## src/sv/trq_pkg.sv

```systemverilog
// types and codes shared by the timeout request queue modules
// depends on nothing
package trq_pkg;

  typedef logic [15:0] handle_t;
  typedef logic [15:0] ticks_t;
  typedef logic [4:0]  occ_t;

  typedef enum logic [1:0] {
    FUNC_PUSH  = 2'd0,
    FUNC_FETCH = 2'd1,
    FUNC_TICK  = 2'd2
  } func_e;

  typedef enum logic [1:0] {
    EV_FETCHED = 2'd0,
    EV_EMPTY   = 2'd1,
    EV_EXPIRED = 2'd2,
    EV_EVICTED = 2'd3
  } ev_e;

  typedef enum logic [2:0] {
    S_IDLE,
    S_DECODE,
    S_EVICT,
    S_FETCH,
    S_WALK,
    S_FLUSH
  } state_e;

  typedef struct packed {
    logic [1:0] func;
    handle_t    handle;
    ticks_t     timeout_ticks;
  } in_t;

  typedef struct packed {
    ev_e     event_res;
    handle_t out_handle;
    logic    last;
    occ_t    occupancy;
  } out_t;

  typedef struct packed {
    handle_t handle;
    ticks_t  ticks;
  } slot_t;

  // controller to datapath
  typedef struct packed {
    logic capture;
    logic push_write;
    logic evict_read;
    logic evict_commit;
    logic fetch_read;
    logic fetch_commit;
    logic emit_empty;
    logic walk_start;
    logic walk_step;
    logic walk_finish;
  } cmd_t;

  // datapath to controller
  typedef struct packed {
    logic [1:0] func;
    logic       full;
    logic       empty;
    logic       walk_last;
  } sts_t;

endpackage

```

## src/sv/timeout_request_queue.sv

```systemverilog
// top level of the timeout request queue: controller plus datapath
// depends on trq_pkg, trq_ctrl, trq_dp (and trq_ram below it)
//
//   channel   ports                    handshake
//   input     in_data                  taken when start && !busy
//   result    out_data                 one cycle, marked by out_valid
//
// push goes through decode, plus an evict state when the queue is full
// (evict read); fetch goes through decode and a fetch state, decode only
// on an empty queue; a tick is decode only on an empty queue, else it walks
// the live entries one slot per cycle through the single read port of the ram
// each result is registered and shows in the cycle after the step that
// makes it; the receiver cannot stall, so results are never held back
// reset (synchronous) empties the queue; slot contents are left as they are
module timeout_request_queue #(
  parameter int QUEUE_DEPTH = 16
) (
  input  logic          clk,
  input  logic          rst_n,
  input  logic          start,
  output logic          busy,
  input  trq_pkg::in_t  in_data,
  output logic          out_valid,
  output trq_pkg::out_t out_data
);

  trq_pkg::cmd_t cmd;
  trq_pkg::sts_t sts;

  trq_ctrl u_ctrl (
    .clk   (clk),
    .rst_n (rst_n),
    .start (start),
    .sts   (sts),
    .busy  (busy),
    .cmd   (cmd)
  );

  trq_dp #(.DEPTH(QUEUE_DEPTH)) u_dp (
    .clk       (clk),
    .rst_n     (rst_n),
    .in_data   (in_data),
    .cmd       (cmd),
    .sts       (sts),
    .out_valid (out_valid),
    .out_data  (out_data)
  );

endmodule

```

## src/sv/trq_ram.sv

```systemverilog
// generic single-write, single-read ram with registered read data
// depends on nothing
module trq_ram #(
  parameter int WIDTH = 32,
  parameter int DEPTH = 16
) (
  input  logic                     clk,
  input  logic                     wr_en,
  input  logic [$clog2(DEPTH)-1:0] wr_addr,
  input  logic [WIDTH-1:0]         wr_data,
  input  logic                     rd_en,
  input  logic [$clog2(DEPTH)-1:0] rd_addr,
  output logic [WIDTH-1:0]         rd_data
);

  logic [WIDTH-1:0] mem [DEPTH];

  always_ff @(posedge clk) begin
    if (wr_en) begin
      mem[wr_addr] <= wr_data;
    end
    if (rd_en) begin
      rd_data <= mem[rd_addr];
    end
  end

endmodule

```

## src/sv/trq_ctrl.sv

```systemverilog
// controller state machine for the timeout request queue
// depends on trq_pkg
module trq_ctrl (
  input  logic          clk,
  input  logic          rst_n,
  input  logic          start,
  input  trq_pkg::sts_t sts,
  output logic          busy,
  output trq_pkg::cmd_t cmd
);

  trq_pkg::state_e state_r, state_nxt;

  always_ff @(posedge clk) begin
    if (!rst_n) begin
      state_r <= trq_pkg::S_IDLE;
    end else begin
      state_r <= state_nxt;
    end
  end

  always_comb begin
    state_nxt = state_r;
    unique case (state_r)
      trq_pkg::S_IDLE: begin
        if (start) state_nxt = trq_pkg::S_DECODE;
      end
      trq_pkg::S_DECODE: begin
        unique case (sts.func)
          trq_pkg::FUNC_PUSH:  state_nxt = sts.full  ? trq_pkg::S_EVICT : trq_pkg::S_IDLE;
          trq_pkg::FUNC_FETCH: state_nxt = sts.empty ? trq_pkg::S_IDLE  : trq_pkg::S_FETCH;
          trq_pkg::FUNC_TICK:  state_nxt = sts.empty ? trq_pkg::S_IDLE  : trq_pkg::S_WALK;
          default:             state_nxt = trq_pkg::S_IDLE;
        endcase
      end
      trq_pkg::S_EVICT: state_nxt = trq_pkg::S_IDLE;
      trq_pkg::S_FETCH: state_nxt = trq_pkg::S_IDLE;
      trq_pkg::S_WALK: begin
        if (sts.walk_last) state_nxt = trq_pkg::S_FLUSH;
      end
      trq_pkg::S_FLUSH: state_nxt = trq_pkg::S_IDLE;
      default: state_nxt = trq_pkg::S_IDLE;
    endcase
  end

  always_comb begin
    cmd  = '0;
    busy = (state_r != trq_pkg::S_IDLE);
    unique case (state_r)
      trq_pkg::S_IDLE: cmd.capture = start;
      trq_pkg::S_DECODE: begin
        unique case (sts.func)
          trq_pkg::FUNC_PUSH: begin
            cmd.evict_read = sts.full;
            cmd.push_write = !sts.full;
          end
          trq_pkg::FUNC_FETCH: begin
            cmd.emit_empty = sts.empty;
            cmd.fetch_read = !sts.empty;
          end
          trq_pkg::FUNC_TICK: cmd.walk_start = !sts.empty;
          default: ;
        endcase
      end
      trq_pkg::S_EVICT: cmd.evict_commit = 1'b1;
      trq_pkg::S_FETCH: cmd.fetch_commit = 1'b1;
      trq_pkg::S_WALK:  cmd.walk_step    = 1'b1;
      trq_pkg::S_FLUSH: cmd.walk_finish  = 1'b1;
      default: ;
    endcase
  end

endmodule

```

## src/sv/trq_dp.sv

```systemverilog
// datapath: slot ram, head/count pointers, tick walk and result register
// depends on trq_pkg and trq_ram
module trq_dp #(
  parameter int DEPTH = 16
) (
  input  logic          clk,
  input  logic          rst_n,
  input  trq_pkg::in_t  in_data,
  input  trq_pkg::cmd_t cmd,
  output trq_pkg::sts_t sts,
  output logic          out_valid,
  output trq_pkg::out_t out_data
);

  localparam int IW = $clog2(DEPTH);
  localparam int CW = $clog2(DEPTH + 1);

  function automatic logic [IW-1:0] inc_ptr(input logic [IW-1:0] p);
    return (p == IW'(DEPTH - 1)) ? '0 : p + IW'(1);
  endfunction

  function automatic logic [IW-1:0] add_wrap(input logic [IW-1:0] a, input logic [CW-1:0] b);
    logic [IW:0] s;
    s = {1'b0, a} + (IW+1)'(b);
    if (s >= (IW+1)'(DEPTH)) s = s - (IW+1)'(DEPTH);
    return s[IW-1:0];
  endfunction

  trq_pkg::in_t   in_r, in_nxt;
  logic [IW-1:0]  head_r, head_nxt;
  logic [CW-1:0]  count_r, count_nxt;
  logic [IW-1:0]  src_r, src_nxt;
  logic [IW-1:0]  dst_r, dst_nxt;
  logic [CW-1:0]  i_r, i_nxt;
  logic [CW-1:0]  w_r, w_nxt;
  logic [CW-1:0]  n_r, n_nxt;
  trq_pkg::out_t  pend_r, pend_nxt;
  logic           pend_vld_r, pend_vld_nxt;
  trq_pkg::out_t  out_r, out_nxt;
  logic           out_vld_r, out_vld_nxt;

  logic           rd_en, wr_en;
  logic [IW-1:0]  rd_addr, wr_addr;
  trq_pkg::slot_t wr_slot, rd_slot;
  logic [31:0]    rd_word;
  logic           expired;
  trq_pkg::ticks_t tk_dec;

  trq_ram #(.WIDTH($bits(trq_pkg::slot_t)), .DEPTH(DEPTH)) u_ram (
    .clk     (clk),
    .wr_en   (wr_en),
    .wr_addr (wr_addr),
    .wr_data (wr_slot),
    .rd_en   (rd_en),
    .rd_addr (rd_addr),
    .rd_data (rd_word)
  );

  assign rd_slot = trq_pkg::slot_t'(rd_word);
  assign expired = (rd_slot.ticks == 16'd1);
  assign tk_dec  = (rd_slot.ticks != 16'd0) ? rd_slot.ticks - 16'd1 : 16'd0;

  assign sts.func      = in_r.func;
  assign sts.full      = (count_r == CW'(DEPTH));
  assign sts.empty     = (count_r == '0);
  assign sts.walk_last = (i_r == count_r - CW'(1));

  always_comb begin
    in_nxt       = in_r;
    head_nxt     = head_r;
    count_nxt    = count_r;
    src_nxt      = src_r;
    dst_nxt      = dst_r;
    i_nxt        = i_r;
    w_nxt        = w_r;
    n_nxt        = n_r;
    pend_nxt     = pend_r;
    pend_vld_nxt = pend_vld_r;
    out_nxt      = out_r;
    out_vld_nxt  = 1'b0;
    rd_en        = 1'b0;
    rd_addr      = head_r;
    wr_en        = 1'b0;
    wr_addr      = head_r;
    wr_slot      = '{handle: in_r.handle, ticks: in_r.timeout_ticks};

    if (cmd.capture) in_nxt = in_data;

    if (cmd.push_write) begin
      wr_en     = 1'b1;
      wr_addr   = add_wrap(head_r, count_r);
      count_nxt = count_r + CW'(1);
    end

    if (cmd.evict_read || cmd.fetch_read) rd_en = 1'b1;

    // full queue: new item lands where the oldest one was
    if (cmd.evict_commit) begin
      wr_en       = 1'b1;
      head_nxt    = inc_ptr(head_r);
      out_vld_nxt = 1'b1;
      out_nxt     = '{event_res: trq_pkg::EV_EVICTED, out_handle: rd_slot.handle,
                      last: 1'b1, occupancy: trq_pkg::occ_t'(CW'(DEPTH))};
    end

    if (cmd.fetch_commit) begin
      head_nxt    = inc_ptr(head_r);
      count_nxt   = count_r - CW'(1);
      out_vld_nxt = 1'b1;
      out_nxt     = '{event_res: trq_pkg::EV_FETCHED, out_handle: rd_slot.handle,
                      last: 1'b1, occupancy: trq_pkg::occ_t'(count_r - CW'(1))};
    end

    if (cmd.emit_empty) begin
      out_vld_nxt = 1'b1;
      out_nxt     = '{event_res: trq_pkg::EV_EMPTY, out_handle: '0,
                      last: 1'b1, occupancy: '0};
    end

    if (cmd.walk_start) begin
      rd_en        = 1'b1;
      rd_addr      = head_r;
      src_nxt      = inc_ptr(head_r);
      dst_nxt      = head_r;
      i_nxt        = '0;
      w_nxt        = '0;
      n_nxt        = '0;
      pend_vld_nxt = 1'b0;
    end

    // one entry per cycle; an expired entry is held back until we know
    // whether another one follows, so last can be set on the final one
    if (cmd.walk_step) begin
      if (expired) begin
        if (pend_vld_r) begin
          out_vld_nxt = 1'b1;
          out_nxt     = pend_r;
        end
        pend_vld_nxt = 1'b1;
        pend_nxt     = '{event_res: trq_pkg::EV_EXPIRED, out_handle: rd_slot.handle,
                         last: 1'b0,
                         occupancy: trq_pkg::occ_t'(count_r - n_r - CW'(1))};
        n_nxt        = n_r + CW'(1);
      end else begin
        wr_en   = 1'b1;
        wr_addr = dst_r;
        wr_slot = '{handle: rd_slot.handle, ticks: tk_dec};
        dst_nxt = inc_ptr(dst_r);
        w_nxt   = w_r + CW'(1);
      end
      if (!sts.walk_last) begin
        rd_en   = 1'b1;
        rd_addr = src_r;
        src_nxt = inc_ptr(src_r);
      end
      i_nxt = i_r + CW'(1);
    end

    if (cmd.walk_finish) begin
      count_nxt    = w_r;
      pend_vld_nxt = 1'b0;
      if (pend_vld_r) begin
        out_vld_nxt  = 1'b1;
        out_nxt      = pend_r;
        out_nxt.last = 1'b1;
      end
    end
  end

  always_ff @(posedge clk) begin
    if (!rst_n) begin
      head_r     <= '0;
      count_r    <= '0;
      src_r      <= '0;
      dst_r      <= '0;
      i_r        <= '0;
      w_r        <= '0;
      n_r        <= '0;
      pend_vld_r <= 1'b0;
      out_vld_r  <= 1'b0;
    end else begin
      head_r     <= head_nxt;
      count_r    <= count_nxt;
      src_r      <= src_nxt;
      dst_r      <= dst_nxt;
      i_r        <= i_nxt;
      w_r        <= w_nxt;
      n_r        <= n_nxt;
      pend_vld_r <= pend_vld_nxt;
      out_vld_r  <= out_vld_nxt;
    end
  end

  always_ff @(posedge clk) begin
    in_r   <= in_nxt;
    pend_r <= pend_nxt;
    out_r  <= out_nxt;
  end

  assign out_valid = out_vld_r;
  assign out_data  = out_r;

endmodule

```

## config.mk

```make
export PLATFORM = sky130hd
export DESIGN_NAME = timeout_request_queue
export DESIGN_NICKNAME = d
export VERILOG_FILES = /design/src/sv/trq_pkg.sv /design/src/sv/timeout_request_queue.sv /design/src/sv/trq_ram.sv /design/src/sv/trq_ctrl.sv /design/src/sv/trq_dp.sv
export SDC_FILE = /design/constraint.sdc
export NUM_CORES = 1
export LEC_CHECK = 0
export BUFFER_PORTS_ARGS = -buffer_cell sky130_fd_sc_hd__buf_2
export CAP_MARGIN = 20
export CORE_ASPECT_RATIO = 2
export CORE_UTILIZATION = 35
export DETAILED_ROUTE_END_ITERATION = 8
export PLACE_DENSITY_LB_ADDON = 0.15
export SYNTH_ARGS = -nofsm -noshare
export SYNTH_HDL_FRONTEND = slang
export SYNTH_SLANG_ARGS = --single-unit
export TNS_END_PERCENT = 30
```

## constraint.sdc

```tcl
create_clock -name clk -period 10.15 [get_ports clk]
set_input_delay 0.5075 -clock clk [delete_from_list [all_inputs] [get_ports clk]]
set_output_delay 0.5075 -clock clk [all_outputs]
set_load 0.005 [all_outputs]
```

# [Yosys cells after proc, flatten, opt, wreduce, memory -nomap -nowiden]
# Memory sizes are Yosys's and may differ from the RTL's. A register that Yosys moved wholly into a read port is not among the register bits.
# Index checks and enable logic that the tools add are counted.
[totals] regBits=116 latch_bits=0 ram_bits=512 rom_bits=0 input_bits=37 out_inout_bits=26 wordCells=143 mem_count=1
[classes] n_addsub=13 multipliers=0 div=0 order_cmp=1 eq_ne=15 shift=0 mux=79 bitwise=1 n_reduce_logical=14
[mem_list] name="u_dp.u_ram.mem" depth=16 width=32 rd=1 rd_clocked_by_memory_dff=1 wr=1 line="trq_ram.sv:16" rtl="logic [WIDTH-1:0] mem [DEPTH];"
[ops] op="24-bit two-way mux" count=8
[ops] op="4-bit two-way mux" count=17
[ops] op="32-bit two-way mux" count=2
[ops] op="5-bit two-way mux" count=11
[ops] op="1-bit two-way mux" count=30
[ops] op="5-bit by 1-bit adder with 5-bit output, second input constant" count=4
[ops] op="3-bit case mux with 3 select lines" count=2
[ops] op="16-bit by 1-bit == test with 1-bit output, second input constant" count=1
[ops] op="16-bit two-way mux" count=1
[ops] op="16-bit nonzero test" count=1
[ops] op="16-bit by 1-bit subtractor with 16-bit output, second input constant" count=1
[ops] op="4-bit by 1-bit adder with 4-bit output, second input constant" count=3
[ops] op="4-bit == test, second input constant" count=3
[ops] op="2-bit two-way mux" count=5
[ops] op="5-bit by 1-bit subtractor with 5-bit output, second input constant" count=2
[ops] op="3-bit two-way mux" count=3
[ops] op="3-bit by 2-bit == test with 1-bit output, second input constant" count=2
[ops] op="3-bit == test, second input constant" count=2
[ops] op="3-bit nonzero test" count=2
[ops] op="4-bit by 5-bit adder with 5-bit output" count=1
[ops] op="5-bit == test" count=1
[ops] op="5-bit == test, second input constant" count=1
[ops] op="5-bit greater-or-equal comparator, second input constant" count=1
[ops] op="5-bit zero test" count=1
[ops] op="other kinds (14)" count=18

# [Logic depth before layout (Yosys ltp)]
[depth] word_depth=10 depth_mapped=15

# [Cells and area by module]
# Synthesis repeated with hierarchy kept, for this count alone.
[unflattened] cells_unflattened=1472 area_unflattened_um2=26277.7
[by_module_without_submodules] mod="trq_ram" n_inst=1 cells_per_inst=838 area_each_um2=20155.6 seq_area_each_um2=16335.7
[by_module_without_submodules] mod="trq_dp" n_inst=1 cells_per_inst=605 area_each_um2=5883.1 seq_area_each_um2=2812.7
[by_module_without_submodules] mod="trq_ctrl" n_inst=1 cells_per_inst=29 area_each_um2=239.0 seq_area_each_um2=60.1

# [Worst setup path before layout]
# No wires, ideal clock.
[synth_path] path_type="reg2reg" start="reg u_dp.u_ram.rd_data[2], read port of u_dp.u_ram.mem" end="mem u_dp.u_ram.mem[14][0] (enable)" setup_time_ps=461 arrival_time_ps=4694 required_ps=9689 setup_slack_ps=4995 path_stages_with_launch=9 cell_sequence="edfxtp_1 -> or4_1 -> nor4_1 -> nor3b_1 -> a21oi_1 -> clkbuf_1 -> o21ai_0 -> nand2_1 -> nor3_1"
[synth_via] elab_chain_len=5 elab_cells_between_ends=7 cone_classes="eq/ne (1); mux (6)"
[synth_rtl] element="from (decl)" line="trq_ram.sv:13" rtl="output logic [WIDTH-1:0] rd_data"
[synth_rtl] element="16-bit by 1-bit == test with 1-bit output (*)" line="trq_dp.sv:60" rtl="assign expired = (rd_slot.ticks == 16'd1);"
[synth_rtl] element="1-bit two-way mux" line="trq_dp.sv:134" rtl="if (expired) begin"
[synth_rtl] element="1-bit two-way mux" line="trq_dp.sv:133" rtl="if (cmd.walk_step) begin"
[synth_rtl] element="1-bit two-way mux" line="trq_ram.sv:19" rtl="if (wr_en) begin"
[synth_rtl] element="1-bit two-way mux (not written as such)" line="trq_ram.sv:20" rtl="mem[wr_addr] <= wr_data;"
[synth_rtl] element="to (decl)" line="trq_ram.sv:16"
# Every way passes the cells marked *; elsewhere a longest branch is shown, timed or not.

# [Worst setup path in the final report]
[layout_path] start="reg u_dp.count_r[1]" end="reg u_dp.u_ram.rd_data[30], read port of u_dp.u_ram.mem, data pin"
[layout_via] elab_chain_len=9 elab_cells_between_ends=18 cone_classes="add/sub (1); eq/ne (2); mux (12); reduce/logical (3)"
[layout_rtl] element="from (decl)" line="trq_dp.sv:31" rtl="logic [CW-1:0] count_r, count_nxt;"
[layout_rtl] element="from (signal assigned)" line="trq_dp.sv:183" rtl="count_r <= count_nxt;"
[layout_rtl] element="5-bit zero test" line="trq_dp.sv:65" rtl="assign sts.empty = (count_r == '0);"
[layout_rtl] element="1-bit zero test" line="trq_ctrl.sv:59, trq_ctrl.sv:61"
[layout_rtl] element="1-bit two-way mux" line="trq_ctrl.sv:52" rtl="unique case (sts.func)"
[layout_rtl] element="1-bit two-way mux" line="trq_ctrl.sv:49" rtl="unique case (state_r)"
[layout_rtl] element="1-bit logical OR" line="trq_dp.sv:95" rtl="if (cmd.evict_read || cmd.fetch_read) rd_en = 1'b1;"
[layout_rtl] element="1-bit two-way mux" line="trq_dp.sv:95"
[layout_rtl] element="1-bit two-way mux" line="trq_dp.sv:120" rtl="if (cmd.walk_start) begin"
[layout_rtl] element="1-bit two-way mux" line="trq_dp.sv:151" rtl="if (!sts.walk_last) begin"
[layout_rtl] element="1-bit two-way mux" line="trq_dp.sv:133"
# Parallel ways exist; a longest one is shown, timed or not.
# A chain may end at the register's enable or synchronous reset.

==> metrics.md <==
| Metric | Value |
|---|---|
| Total power after layout | `5.42 mW` |
| Number of antenna-violating nets in the routed design | `0` |
| Xor/xnor share of the synthesized area | `0.0123` |
| Total of buffers placed on input and output ports | `62` |
| Cell area after synthesis | `26700 um^2` |
| Share of power burned in the clock network | `0.425` |
| CTS sink count | `660` |
| Clock edge transition at the registers on the reported setup and hold paths | `0.07 ns` |
| TritonCTS Buffers | `59` |
| Drt total wl | `75.0 mm` |
| Antenna cells | `0` |
| Final RePlAce weighted congestion | `0.793` |
| Netlist cell types | `68` |
| Worst slew pin tran | `1.05 ns` |
| Type of the worst setup path | `flop to flop` |
| Share of the synthesized area in the top cell type | `0.674` |
| Areal power density over the cells | `177 nW/um^2` |
| Status | `complete, no violations` |
| Chip Height | `392 um` |
| Leakage dissipation | `10.4 nW` |
| Area of the multi-input gates | `7140 um^2` |
| Global Route met2 Usage | `0.363` |
| Cell chosen for the clock root | `clkbuf_16` |
| Die W | `197 um` |
| Internal power summed over all cells | `4.28 mW` |
| Compound-gate portion of the synthesized area | `0.0751` |
| Fraction of the mapped netlist area in adder cells | `0.00994` |
| Mean instance size in the synthesized netlist | `15.2 um^2` |
| Element type at the critical path end | `flop` |
| Cell types with the largest area share after synthesis | `edfxtp_1 67%, mux2i_1 9.2%, dfxtp_1 4.6%, nand2_1 2.6%, o32ai_1 2.0%` |
| Final hold violation count | `0` |
| Sequential share of the synthesized area | `0.720` |
| Post-Syn Instances | `1750` |
| Critical Path RT | `10.54 ns` |
| Final net count | `1903` |
| Number of iterations in the first detailed-routing pass | `5` |
| Mean number of vias per cell | `5.32` |
| Synth cell count leaders | `599 x edfxtp_1, 245 x mux2i_1, 183 x nand2_1` |
| Initial cell density of the core | `0.355` |
| Prevailing post-synth register cell | `edfxtp_1` |
| Vias | `15500` |
| Most used routing layer in global routing | `met2` |
| Post-synth ARST share | `0` |
| Number of max-capacitance violations reported | `0` |
| Fraction of layout instances using a drive strength above 1 | `0.135` |
| Syn_nets | `1807` |
| Cell with the most instances after synthesis | `edfxtp_1` |
| Slew Limit Fails | `0` |
| Clk_lat worst skew | `0.65 ns` |
| Part of the power in registers | `0.554` |
| Relative max-transition margin | `0.296` |
| Site row count | `142` |
| Register bit total from synthesis | `660` |
| Min-delay worst type | `input pin to flop` |
| Logic pwr share | `0.021` |
| Starting DRC count in detailed routing | `1000` |
| Worst path arrival time | `5.57 ns` |
| Share of the clock period used by the worst path after layout | `0.511` |
| Main combinational cell family by area after synthesis | `multiplexers` |
| Top-level I/O count | `63` |
| Post-cts resize count | `0` |
| Total global-route track usage | `0.196` |
| Total half-perimeter wirelength after legalization and detailed placement | `44.5 mm` |
| Placed Area | `28400 um^2` |
| Net switching power figure | `1.14 mW` |
| Clock period minus final worst setup slack | `5.19 ns` |
| Final-layout fill cell count | `6851` |
| Count of warnings emitted by yosys | `0` |
| Finished Cell Area | `30500 um^2` |
| Crit start category | `flop` |
| Simple-gate portion of the synthesized area | `0.0697` |
| Initial antenna violation count | `1` |
| Met1 capacity usage during global routing | `0.230` |
| Clock buffer depth | `3` |
| Achievable frequency | `193 MHz` |
| Met3 usage in global routing | `0.0216` |
| First-pass GRT wire length | `109 mm` |
| Largest fanout on the critical path | `28` |
| Number of flops mapped to enable cells by yosys | `599` |
| Sum Neg Setup Slack | `0 ns` |
| Largest area contributor in the netlist | `edfxtp_1` |
| Final setup vio count | `0` |
| Die area | `77400 um^2` |
| Clock tree skew after final layout | `0.0161 ns` |
| Post-detailed-route DRC marker count | `0` |
| Unrepaired setup endpoints after global routing | `false` |
| Proportion of synthesized area in mux cells | `0.0925` |
| Sum of overflow across all layers after global routing | `0` |
| Maximum VDD drop | `0.119 mV` |
| WL per Instance | `25.8 um` |
| Maximum number of pins on one net before global-route repair | `113` |
| Storage cell area | `19200 um^2` |
| Switching part of the total | `0.210` |
| Area of the placeable core | `75200 um^2` |
| CTS tree | `yes` |
| # H-tree levels | `2` |
| Relative area change from synthesis to final layout | `14.5%` |
| Number of global-route vias before repair | `15900` |
flip-flops by register name (all words and copies together), names as in the netlist, 5 cells and up:
signal              cells
u_dp.n_r                5
u_dp.i_r                5
u_dp.out_data          24
u_dp.count_r            5
u_dp.u_ram.mem        512
u_dp.u_ram.rd_data     32
u_dp.pend_r            21
u_dp.in_r              32
u_dp.w_r                5
critical path, stage by stage (launching register included):
cell and delay (ns):
dfxtp_1 0.43, inv_1 0.13, ha_1 0.27, or3b_1 0.52, nor3b_2 0.27, a31o_2 0.25
a31o_1 0.60, mux2i_1 0.83, or2_2 0.95, o22ai_1 0.12, or4_1 0.53
placed cells by master (no fill, tap or decap), types with 10 or more instances in the layout:
| cell | Yosys | final |
|---|---|---|
| nand3_1 | 10 | 10 |
| o211ai_1 | 15 | 15 |
| nand2b_1 | 11 | 11 |
| a2111oi_0 | 11 | 11 |
| a21oi_1 | 42 | 41 |
| and2_1 | 10 | 10 |
| nand2_1 | 183 | 182 |
| buf_2 | 36 | 62 |
| dlygate4sd3_1 | 0 | 13 |
| buf_4 | 11 | 61 |
| inv_1 | 16 | 16 |
| nor3_1 | 44 | 38 |
| a211oi_1 | 15 | 14 |
| o32ai_1 | 61 | 61 |
| o22ai_1 | 30 | 30 |
| o21ai_0 | 36 | 31 |
| xor2_1 | 11 | 11 |
| nor2_4 | 0 | 13 |
| clkinv_1 | 0 | 10 |
| or4_1 | 23 | 23 |
| o31ai_1 | 17 | 17 |
| xnor2_1 | 24 | 24 |
| dfxtp_1 | 61 | 61 |
| mux2i_1 | 245 | 243 |
| nor2_1 | 57 | 44 |
| clkbuf_16 | 0 | 59 |
| ha_1 | 18 | 18 |
| edfxtp_1 | 599 | 599 |
per-stage QoR:
step                hold slack, ns  cells  setup slack, ns   util
finish                      0.0394   2903             4.96  0.406
global route                0.0104   2903             4.69  0.406
CTS                       0.000287   2900             4.98  0.406
detailed placement           0.427   2777             4.99  0.378
global placement             0.424   2777             5.10  0.378
floorplan                    0.418   1750             4.99      -
metal layers:
| layer | up-vias | part of all wire |
|---|---|---|
| li1 | 7019 | - |
| met1 | 7939 | 0.39 |
| met2 | 376 | 0.54 |
| met3 | 124 | 0.036 |
| met4 | 0 | 0.032 |
| met5 | - | 0 |
power by group through the flow:
stage,sequential [mW],combinational (mW),clock [mW]
CTS,3.00,0.117,2.36
detailed placement,3.06,0.113,0
global route,3.00,0.128,2.44
global placement,3.06,0.111,0
floorplan,3.05,0.0569,0
finish,3.00,0.116,2.30
cell type report:
cell class | count | area share
Inverter | 16 | 0.00197
Tap cell | 1008 | 0.0413
Timing Repair Buffer | 137 | 0.0301
Sequential cell | 660 | 0.629
Clock inverter | 42 | 0.0146
Multi-Input combinational cell | 972 | 0.234
Clock buffer | 68 | 0.0494
worst paths after layout:
kind	cells past startpoint	to	start	slack, ns
setup / recovery	10	u_dp.u_ram.rd_data[30]$_DFFE_PP_	u_dp.count_r[1]$_SDFFE_PN0P_	4.96
hold reg to reg	2	u_dp.out_data[6]$_DFF_P_	u_dp.pend_r[6]$_DFFE_PP_	0.44
setup reg to reg	10	u_dp.u_ram.rd_data[30]$_DFFE_PP_	u_dp.count_r[1]$_SDFFE_PN0P_	4.96
hold / removal	1	u_dp.in_r[9]$_DFFE_PP_	in_data[9]	0.04
kinds of logic (layout without fill, tap and decap cells):
group                      count (synthesis)  count (layout)
AOI/OAI and AO/OA                        280             280
DFF                                      660             660
muxes                                    246             246
and+or+nand+nor                          390             390
adders and majority gates                 20              20
xor gates and xnor gates                  36              36
buffers and inverters                    118             263
repair_timing:
action,CTS,global route
hold buffers,13,0
endpoints found under the hold margin,13,0
endpoints found under the setup margin,0,0
setup buffers,0,0
(Power assumes the default switching activity.)
